<file path="config.mk">
export PLATFORM = sky130hd
export DESIGN_NAME = caa_csub
export DESIGN_NICKNAME = d
export VERILOG_FILES = /design/src/hdl/complex_accumulator_alu_assert.svh /design/src/hdl/caa_pkg.sv /design/src/hdl/caa_csub.sv
export SDC_FILE = /design/constraint.sdc
export NUM_CORES = 1
export LEC_CHECK = 0
export ABC_AREA = 1
export BUFFER_PORTS_ARGS = -buffer_cell sky130_fd_sc_hd__buf_2
export CAP_MARGIN = 15
export CORE_ASPECT_RATIO = 1.1
export CORE_MARGIN = 4
export CORE_UTILIZATION = 55
export DETAILED_ROUTE_END_ITERATION = 10
export GPL_TIMING_DRIVEN = 0
export PLACE_DENSITY = 0.85
export SLEW_MARGIN = 20
export SYNTH_ARGS = -nofsm -noshare
export SYNTH_HDL_FRONTEND = slang
export SYNTH_SLANG_ARGS = --single-unit
</file>
<file path="constraint.sdc">
create_clock -name vclk -period 2.11
set_clock_uncertainty 0.15 [all_clocks]
set_input_delay 0 -clock vclk [all_inputs]
set_output_delay 0 -clock vclk [all_outputs]
set_load 0.005 [all_outputs]
</file>
<file path="src/hdl/complex_accumulator_alu_assert.svh">
// Assertion macros for the complex accumulator.
`ifndef COMPLEX_ACCUMULATOR_ALU_ASSERT_SVH
`define COMPLEX_ACCUMULATOR_ALU_ASSERT_SVH

// Same-cycle implication, checked outside reset.
`define CAA_ASSERT_NOW(label, ante, cons, msg) \
  label: assert property (@(posedge clk_i) disable iff (!rst_ni) (ante) |-> (cons)) \
    else $error(msg);

// Next-cycle implication, checked outside reset.
`define CAA_ASSERT_NEXT(label, ante, cons, msg) \
  label: assert property (@(posedge clk_i) disable iff (!rst_ni) (ante) |=> (cons)) \
    else $error(msg);

`endif

</file>
<file path="src/hdl/caa_pkg.sv">
// ----------------------------------------------------------------------------
// caa_pkg
// Shared widths, command codes and the saturation helper of the complex
// accumulator.
// ----------------------------------------------------------------------------
package caa_pkg;

  localparam int DATA_W     = 32;
  localparam int FRAC_W     = 16;
  localparam int PROD_W     = 2 * DATA_W;
  localparam int SUM_W      = PROD_W + 2;
  localparam int NUM_W      = PROD_W + FRAC_W;
  localparam int UNIT_W     = PROD_W + 1;
  localparam int DIV_STEPS  = NUM_W;
  localparam int SQRT_STEPS = DATA_W;

  // Command codes.
  localparam logic [2:0] ACT_LOAD = 3'd0;
  localparam logic [2:0] ACT_MAG  = 3'd1;
  localparam logic [2:0] ACT_ADD  = 3'd2;
  localparam logic [2:0] ACT_SUB  = 3'd3;
  localparam logic [2:0] ACT_MUL  = 3'd4;
  localparam logic [2:0] ACT_DIV  = 3'd5;

  typedef struct packed {
    logic [DATA_W-1:0] val;
    logic              ov;
  } sat_t;

  // Turns a sign and magnitude into a saturated two's complement value.
  function automatic sat_t caa_sat(input logic neg, input logic [NUM_W-1:0] mag);
    logic [NUM_W-1:0]  lim;
    logic [DATA_W-1:0] m;
    sat_t              r;
    lim   = neg ? (NUM_W'(1) << (DATA_W - 1))
                : ((NUM_W'(1) << (DATA_W - 1)) - NUM_W'(1));
    r.ov  = mag > lim;
    m     = r.ov ? lim[DATA_W-1:0] : mag[DATA_W-1:0];
    r.val = neg ? (~m + DATA_W'(1)) : m;
    return r;
  endfunction

endpackage

</file>
<file path="src/hdl/caa_csub.sv">
// ----------------------------------------------------------------------------
// caa_csub
// Shared compare and subtract unit for the division and square root steps.
// ----------------------------------------------------------------------------
module caa_csub (
  input  logic [caa_pkg::UNIT_W-1:0] a_i,
  input  logic [caa_pkg::UNIT_W-1:0] b_i,
  output logic                       ge_o,
  output logic [caa_pkg::UNIT_W-1:0] diff_o
);

  // The trial subtraction and its outcome.
  assign ge_o   = a_i >= b_i;
  assign diff_o = a_i - b_i;

endmodule

</file>
Word-level counts from Yosys, hierarchy flattened
Cells that the tools add are included.
Widths: inputs -> output; s select.

word-level totals
  bits in registers = 0
  output and inout bits = 66
  word-level logic and storage cells = 2
  input port bits = 130

operators by class
  order comparisons = 1
  add/sub/neg operators = 1

operator list
  kind            count
  $ge 65x65->1    1
  $sub 65x65->65  1

Depth between registers and ports, before layout
  depth in word-level cells = 1
  gate-level depth with buffers = 16
  depth with buffers taken out = 16

Worst setup path after synthesis
No wires, ideal clock.

  path type = input port to output port
  start point = in a_i[0] in the netlist's numbering
  end point = out diff_o[60] in the netlist's numbering
  path slack = 0.533 ns
  data arrival time = 1.427 ns
  path buffers = 0
  stages = 16
  data required time = 1.960 ns
  cells stage by stage = inv_1 ha_1 fa_1 inv_1 nand2_1 nand2_1 nand3_2 nand2_2 nand2_2 nand2_2 nand2_1 nand2_2 nand2_1 nand2_1 nand2_1 nand2_1

between the ends
  word-level cells in the longest chain between the ends = 1

RTL lines
  element         RTL line        text
  from (decl)     caa_csub.sv:6   input logic [caa_pkg::UNIT_W-1:0] a_i,
  $sub 65x65->65  caa_csub.sv:14  assign diff_o = a_i - b_i;
  to (decl)       caa_csub.sv:9   output logic [caa_pkg::UNIT_W-1:0] diff_o

No other way between the ends.

Final worst setup path
  start point = in a_i[56] in the netlist's numbering
  end point = out diff_o[62] in the netlist's numbering

Same word-level chain as after synthesis.

==> metrics.cfg <==
[place]
dpl_cell_area_mm2=0.00762
portBuffers=196
hpwlAfterDp_mm=19.8
gp_congestion=1.00

[timing]
relSlewSlack_pct=70.9
tightest_slew_ns=0.437
whs_ns=0.201
finalSetupTns_ns=0
finalCriticalPeriod_ns=2.03
setup_viol=0
fin_crit_sh_pct=96.0
hold_viol=0
timing.fmax_mhz=493
slew_violations=0

[die]
chipHeight_um=122
ios=196
die_w_um=111
start_util_pct=56.2
rows=41
die_area_mm2=0.0135
coreArea_mm2=0.0115

[cells_and_area]
nClkBuffers=0
synthToLayoutAreaGrowth_pct=19.4
drive_gt1_share_pct=16.7
n_antenna_cell=0
finish.net_count=1819
final_area_mm2=0.00771
fin_util_pct=67.1
design.seq.count=0
regArea_um2=0
fill_cells=1246

[clock_network]
ctsHoldBuffers=0
post-cts-setup-buffer-count=0

[min_path]
min_path_type=in2out
hp-start=b_i[0]
hold_path_end=diff_o[0]
holdPathStages=4

[critical_path]
start_kind=primary input
crit_path_end_kind=output pin
critPathArrivalTime_ns=1.88
critical_path_required_ns=1.96
criticalPathCategory=in2out
crit_path_max_fanout=5

[synthesis]
synth_cell_type_count=29
synthCells=1425
ys_seq_area_share_pct=0
netlist_area_mm2=0.00645
syn_nets=1621
syn_avg_cell_area_um2=4.53
yosys_warnings=0

[route]
dr.pass1.iters=7
wl_per_cell_um=12.2
detail-route-antenna-nets=0
wl_mm=21.6
vias_per_cell=4.66
vias=8260
drc=0
drt_iter0_markers=501

[power_and_ir_drop]
leakage_nw=5.72
ir_worst_vdd_mv=0.171
powerDensity_mw_per_mm2=280

[global_route]
antenna_found_initial=0
grt_pass1_vias=7447
grt_usage_pct=30.4
grt_start_max_net_pins=8
grt_first_pass_wirelength_mm=33.9
overflow=0

[job]
max_cap_viol_count=0

[run_status]
outcome=complete, no violations

[placed cells by master (no fill, tap or decap), types with 4 or more instances in the layout]
cell and count:
nand2_1 641, inv_1 420, buf_2 196, nor2_1 83
ha_1 59, nand3_1 49, a21oi_1 48, xor2_1 30
nand2_2 24, nor2_2 14, nor3_2 10, nor3_1 7
ha_2 6, and2_1 4, nand2_4 4, inv_2 4
[cell type report]
type	instances	area [µm²]	share of cell area, %
multi-input cells	1000	4940	64.1
inverters	424	1590	20.7
repair buffers	196	981	12.7
well taps	150	188	2.44
plain buffers	1	7.51	0.0974
[layer usage]
| metal | part of all wire, % | global-route usage (%) |
|---|---|---|
| met5 | 0 | 0 |
| met4 | 5.4 | 14.6 |
| met3 | 5.7 | 2.24 |
| met1 | 42 | 36.3 |
| met2 | 47 | 55.2 |
[stage by stage]
stage	instances	total power (W)	setup slack [ns]
final	1771	0.00216	0.0836
after global routing	1771	0.00244	-0.00372
after CTS	1771	0.00213	0.00337
after detailed placement	1771	0.00212	-0.0755
after global placement	1771	0.00209	-0.0379
after floorplan	1425	0.00135	0.533
[repair_timing]
item | CTS | global route
cloned | 0 | 0
setup endpoints to repair | 5 | 20
pin swaps | 0 | 1
resized for setup | 3 | 22
[power breakdown]
group          internal, W  switching [W]  leakage (nW)
Clock                    0              0             0
Combinational     0.000813        0.00135          5.72
Sequential               0              0             0
[cell usage after synthesis (all sizes together)]
cell / count / area share, %
xnor2: 1 / 0.14
nor4: 1 / 0.19
nor3: 17 / 1.9
buf: 1 / 0.12
nor3b: 1 / 0.12
and2: 4 / 0.39
or2: 1 / 0.097
nand3b: 4 / 0.72
nand4: 1 / 0.097
ha: 65 / 13
a21oi: 49 / 3.9
xor2: 30 / 4.1
nor2: 100 / 6.4
inv: 424 / 25
nand2b: 1 / 0.097
nand3: 51 / 4.0
nand2: 669 / 40
fa: 1 / 0.31
o31ai: 1 / 0.12
o21ai: 3 / 0.23
[worst max-delay path, stage by stage]
cell and delay [ns]:
buf_2 0.10, ha_1 0.38, nand2_1 0.10, inv_1 0.06, nand2_1 0.06, nand3_1 0.18
a21oi_1 0.43, nand2_1 0.09, a21oi_1 0.18, nand2_1 0.07, nand2_1 0.06, nand2_1 0.04
buf_2 0.12
[kinds of logic (layout without fill, tap and decap cells)]
family,count (synthesis),in the layout,share of synthesized area (%)
buf+inv,425,621,24.8
simple gates,850,850,53.9
fa+ha+maj,66,66,12.9
compound gates,53,53,4.21
xor+xnor,31,31,4.21
[worst max path at each step]
stage / startpoint / end / slack (ns)
floorplan: a_i[0] / diff_o[60] / 0.53
global placement: a_i[0] / diff_o[42] / -0.04
detailed placement: a_i[0] / diff_o[42] / -0.08
CTS: a_i[0] / diff_o[46] / 0.003
global route: a_i[10] / diff_o[46] / -0.004
finish: a_i[56] / diff_o[62] / 0.08
(Power assumes the default switching activity.)
