$ cat config.mk
export PLATFORM = sky130hd
export DESIGN_NAME = caa_mul
export DESIGN_NICKNAME = d
export VERILOG_FILES = /design/src/hdl/complex_accumulator_alu_assert.svh /design/src/hdl/caa_pkg.sv /design/src/hdl/caa_mul.sv
export SDC_FILE = /design/constraint.sdc
export NUM_CORES = 2
export LEC_CHECK = 0
export CORE_MARGIN = 2
export CORE_UTILIZATION = 25
export DETAILED_ROUTE_END_ITERATION = 7
export DONT_BUFFER_PORTS = 1
export PLACE_DENSITY_LB_ADDON = 0.05
export SLEW_MARGIN = 20
export SYNTH_ARGS = -nofsm -noshare
export SYNTH_HDL_FRONTEND = slang
export SYNTH_SLANG_ARGS = --single-unit
export TNS_END_PERCENT = 30
$ cat constraint.sdc
create_clock -name clk_i -period 9.9 [get_ports clk_i]
set_input_delay 1.98 -clock clk_i [delete_from_list [all_inputs] [get_ports clk_i]]
set_output_delay 1.98 -clock clk_i [all_outputs]
set_load 0.05 [all_outputs]
$ cat src/hdl/complex_accumulator_alu_assert.svh
// Assertion macros for the complex accumulator.
`ifndef COMPLEX_ACCUMULATOR_ALU_ASSERT_SVH
`define COMPLEX_ACCUMULATOR_ALU_ASSERT_SVH

// Same-cycle implication, checked outside reset.
`define CAA_ASSERT_NOW(label, ante, cons, msg) \
  label: assert property (@(posedge clk_i) disable iff (!rst_ni) (ante) |-> (cons)) \
    else $error(msg);

// Next-cycle implication, checked outside reset.
`define CAA_ASSERT_NEXT(label, ante, cons, msg) \
  label: assert property (@(posedge clk_i) disable iff (!rst_ni) (ante) |=> (cons)) \
    else $error(msg);

`endif

$ cat src/hdl/caa_pkg.sv
// ----------------------------------------------------------------------------
// caa_pkg
// Shared widths, command codes and the saturation helper of the complex
// accumulator.
// ----------------------------------------------------------------------------
package caa_pkg;

  localparam int DATA_W     = 32;
  localparam int FRAC_W     = 16;
  localparam int PROD_W     = 2 * DATA_W;
  localparam int SUM_W      = PROD_W + 2;
  localparam int NUM_W      = PROD_W + FRAC_W;
  localparam int UNIT_W     = PROD_W + 1;
  localparam int DIV_STEPS  = NUM_W;
  localparam int SQRT_STEPS = DATA_W;

  // Command codes.
  localparam logic [2:0] ACT_LOAD = 3'd0;
  localparam logic [2:0] ACT_MAG  = 3'd1;
  localparam logic [2:0] ACT_ADD  = 3'd2;
  localparam logic [2:0] ACT_SUB  = 3'd3;
  localparam logic [2:0] ACT_MUL  = 3'd4;
  localparam logic [2:0] ACT_DIV  = 3'd5;

  typedef struct packed {
    logic [DATA_W-1:0] val;
    logic              ov;
  } sat_t;

  // Turns a sign and magnitude into a saturated two's complement value.
  function automatic sat_t caa_sat(input logic neg, input logic [NUM_W-1:0] mag);
    logic [NUM_W-1:0]  lim;
    logic [DATA_W-1:0] m;
    sat_t              r;
    lim   = neg ? (NUM_W'(1) << (DATA_W - 1))
                : ((NUM_W'(1) << (DATA_W - 1)) - NUM_W'(1));
    r.ov  = mag > lim;
    m     = r.ov ? lim[DATA_W-1:0] : mag[DATA_W-1:0];
    r.val = neg ? (~m + DATA_W'(1)) : m;
    return r;
  endfunction

endpackage

$ cat src/hdl/caa_mul.sv
// ----------------------------------------------------------------------------
// caa_mul
// Registered signed multiplier shared by all product steps.
// ----------------------------------------------------------------------------
module caa_mul (
  input  logic                                  clk_i,
  input  logic signed [caa_pkg::DATA_W-1:0]     a_i,
  input  logic signed [caa_pkg::DATA_W-1:0]     b_i,
  output logic signed [caa_pkg::PROD_W-1:0]     p_o
);

  logic signed [caa_pkg::PROD_W-1:0] p_q;

  // One product per cycle, registered.
  always_ff @(posedge clk_i) begin
    p_q <= a_i * b_i;
  end

  assign p_o = p_q;

endmodule

# After elaboration in Yosys (flattened, before gate mapping)
# Index checks and enable logic that the tools add are counted.
# op_classes
n_mul	1
# ops
cell	count
$mul A32 B32 Y64	1
# word_totals
regBits	64
output_inout_bits	64

# Depth between registers and ports, before layout
# logic_depth
depth_word	1
depth_mapped	28
ltp_nobuf	27

# Worst setup path after synthesis
# Ideal clock, no wire load.
# synth_timing
path_kind	input -> register
from	in b_i[2] (netlist bit)
to	reg p_q (netlist bit p_o[62])
setup_ps	72
arrival_time_ps	9169
t_required_ps	9828
slack_ps	659
stages	24
path_cell_list	clkbuf_1 > nand2_1 > inv_1 > fa_1 > fa_1 > fa_1 > fa_1 > inv_1 > fa_1 > inv_1 > fa_1 > inv_1 > fa_1 > inv_1 > fa_1 > ha_1 > and3_1 > nand2_1 > or3_1 > o22a_1 > o211ai_1 > a31oi_1 > o31ai_1 > xor2_1
# synth_between
elab_chain_len	1
# synth_rtl
element	line_no	rtl
start: declaration	caa_mul.sv:8	input logic signed [caa_pkg::DATA_W-1:0] b_i,
$mul A32 B32 Y64	caa_mul.sv:16	p_q <= a_i * b_i;
end signal: assignment	caa_mul.sv:16	
end: declaration	caa_mul.sv:12	logic signed [caa_pkg::PROD_W-1:0] p_q;
# Every way passes these cells.

# Worst setup path in the final report
# layout_timing
from	in b_i[2] (netlist bit)
to	reg p_q (netlist bit p_o[60])
# The elaborated chain is that of the path after synthesis.

==> impl_metrics.csv <==
group,metric,value,unit
layout,largest_reg_flops,64,
timing,rsz0062_at_grt,"no",
synth,ys_types,63,
timing,setup_violations,0,
timing,tightest_slew,0.718,ns
die,die-area,0.152,mm^2
worst_setup_path,critPathKind,"in -> reg",
die,die_x,390,um
layout,nets,5091,
synth,synthSimpleGateAreaFrac,0.154,
clocking,cts_tree,"built",
min_path,min_from,"a_i[0]",
min_path,min_delay_path_depth,1,
global_routing,globalRouteOverflowTotal,0,
die,placementRows,141,
synth,synthesis.nets,5215,
run_status,status,"finished clean",
timing,setup_ws,0.323,ns
die,start_util,0.252,
clocking,post_cts_resized,0,
clocking,cts_buffers,9,
timing,tns,0,ns
worst_setup_path,cp.arrival,9.93,ns
worst_setup_path,max_stage_delay,0.60,ns
synth,synth_xor_xnor_area_share,0.0176,
die,die_h,390,um
synth,synthMuxAreaShare,0,
synth,yosysWarnings,0,
placed_design,dp_hpwl,105000,um
synth,synth_adder_area_share,0.643,
synth,yosysTopAreaCellShare,0.582,
drt,post_drt_via_cell_ratio,4.25,
timing,fin_crit_sh,0.967,
drt,drtIter0Drc,888,
global_routing,grt_pass1_wl,195000,um
die,coreArea,0.148,mm^2
timing,max_freq,0.104,GHz
synth,avgSynthCellArea,9.59,um^2
drt,first_pass_iters,5,
layout,fin_area,0.0397,mm^2
layout,drive_gt1_frac,0.0268,
run,drv_cap,0,
clocking,hold_buffers,0,
worst_setup_path,critPathLaunchType,"primary input",
worst_setup_path,crit_family,"adder cells",
drt,drc,0,
synth,postSynth.asyncResetShare,0,
clocking,cts_setup_buffers,0,
layout,final_common_cell,"fa_1",
global_routing,grt_max_degree,33,
layout,layout_common_cells,"fa_1, inv_1, and2_1",
timing,slew_headroom,0.519,
worst_setup_path,cp_max_fo,32,
drt,num_vias,24200,
synth,synth_edf_count,0,
synth,synth-seq-cells,64,
clocking,clk_pin_slew,0.07,ns
synth,synth_top_cell_by_area,"fa_1",
synth,synth_top_family_by_area,"adder cells",
clocking,cts-root-buf,"clkbuf_16",
worst_setup_path,cp-end-kind,"register",
drt,detail-route-antenna-nets,0,
synth,syn-instance-count,3884,
clocking,htreeDepth,3,
worst_setup_path,cp_num_buf_inv,6,
worst_setup_path,crit_start,"b_i[2]",
min_path,min_to,"p_o[0]",
synth,synth-compound-area-share,0.0346,
placed_design,pre_cts_ws,-0.0456,ns
global_routing,antenna_found_initial,1,
synth,synthFlopType,"dfxtp_1",
placed_design,gp_congestion,0.770,
placed_design,placed_cell_area,0.0394,mm^2
layout,area_growth,6.60,%
timing,drv_slew,0,
synth,synth.yosys.seq_area_share,0.0344,
synth,yosys-top-cells-area,"fa_1, inv_1, and2_1",
synth,synth_area,0.0372,mm^2
min_path,hold_path_class,"in -> reg",
clocking,clockBufferDepth,2,
worst_setup_path,worst-endpoint-required,10.26,ns
drt,detail_route.wl_per_cell,22.3,um
timing,period_needed,9.58,ns
die,ios,129,
worst_setup_path,worst_path_most_repeated_cell,"fa_1",
timing,hold_viol,0,
worst_setup_path,crit_slowest_cell,"fa_1",
drt,routed_wl,127000,um
global_routing,groute.usage.overall,0.176,
placed_design,portBuffers,0,
clocking,cts_sinks,64,
global_routing,grt_pass1_vias,28900,
==> routing by layer <==
layer	track usage	wire, um	vias to the layer above
met3	0.0235	4060	67
met1	0.230	56000	13100
met2	0.309	64600	285
met4	0.0388	2500	0
met5	0	0	-
li1	-	-	10800
==> cell families after synthesis <==
| family | after synthesis |
|---|---|
| adders and majority gates | 1266 |
| AOI/OAI and AO/OA | 193 |
| xor gates and xnor gates | 75 |
| and+or+nand+nor | 1134 |
| DFF | 64 |
| buffers and inverters | 1152 |
==> through the flow <==
| step | utilization | hold WS [ns] | cells |
|---|---|---|---|
| after floorplan | - | 2.11 | 3884 |
| after detailed placement | 0.267 | 2.13 | 5679 |
| after global routing | 0.269 | 1.68 | 5695 |
| after CTS | 0.269 | 1.66 | 5695 |
| final | 0.269 | 1.70 | 5696 |
| after global placement | 0.267 | 2.14 | 5679 |
==> area by class of cell <==
type	instances	area, um^2
Antenna cell	1	2.50
Clock buffer	13	250
Clock inverter	3	17.5
Fill cell	16000	108000
Inverter	952	3570
Multi-Input combinational cell	2668	31600
Sequential cell	64	1280
Tap cell	1930	2410
Timing Repair Buffer	65	526
==> worst max path at each step <==
stage                         end  slack [ns]  cells after the start
final                     p_o[60]        0.32                     26
after global routing      p_o[60]        0.11                     26
after CTS                 p_o[60]        0.38                     26
after detailed placement  p_o[60]       -0.05                     26
after global placement    p_o[60]       -0.02                     26
after floorplan           p_o[62]        0.66                     24
==> cells in the mapped netlist (all sizes together) (5+ instances only) <==
| library cell | count |
|---|---|
| nand2b | 9 |
| xor2 | 22 |
| nand2 | 511 |
| nor2 | 42 |
| a31oi | 13 |
| inv | 952 |
| xnor2 | 53 |
| clkbuf | 195 |
| o21bai | 15 |
| nand3 | 15 |
| o21ai | 31 |
| and2 | 516 |
| and3 | 9 |
| fa | 1082 |
| dfxtp | 64 |
| a21oi | 68 |
| a211oi | 8 |
| nand4 | 7 |
| nor3 | 7 |
| ha | 184 |
| a21o | 25 |
| or3 | 5 |
| buf | 5 |
| o31ai | 7 |
Power is left out: the tool's default activity adds up to more than one toggle a clock period on the data nets, which glitch-free logic cannot reach.
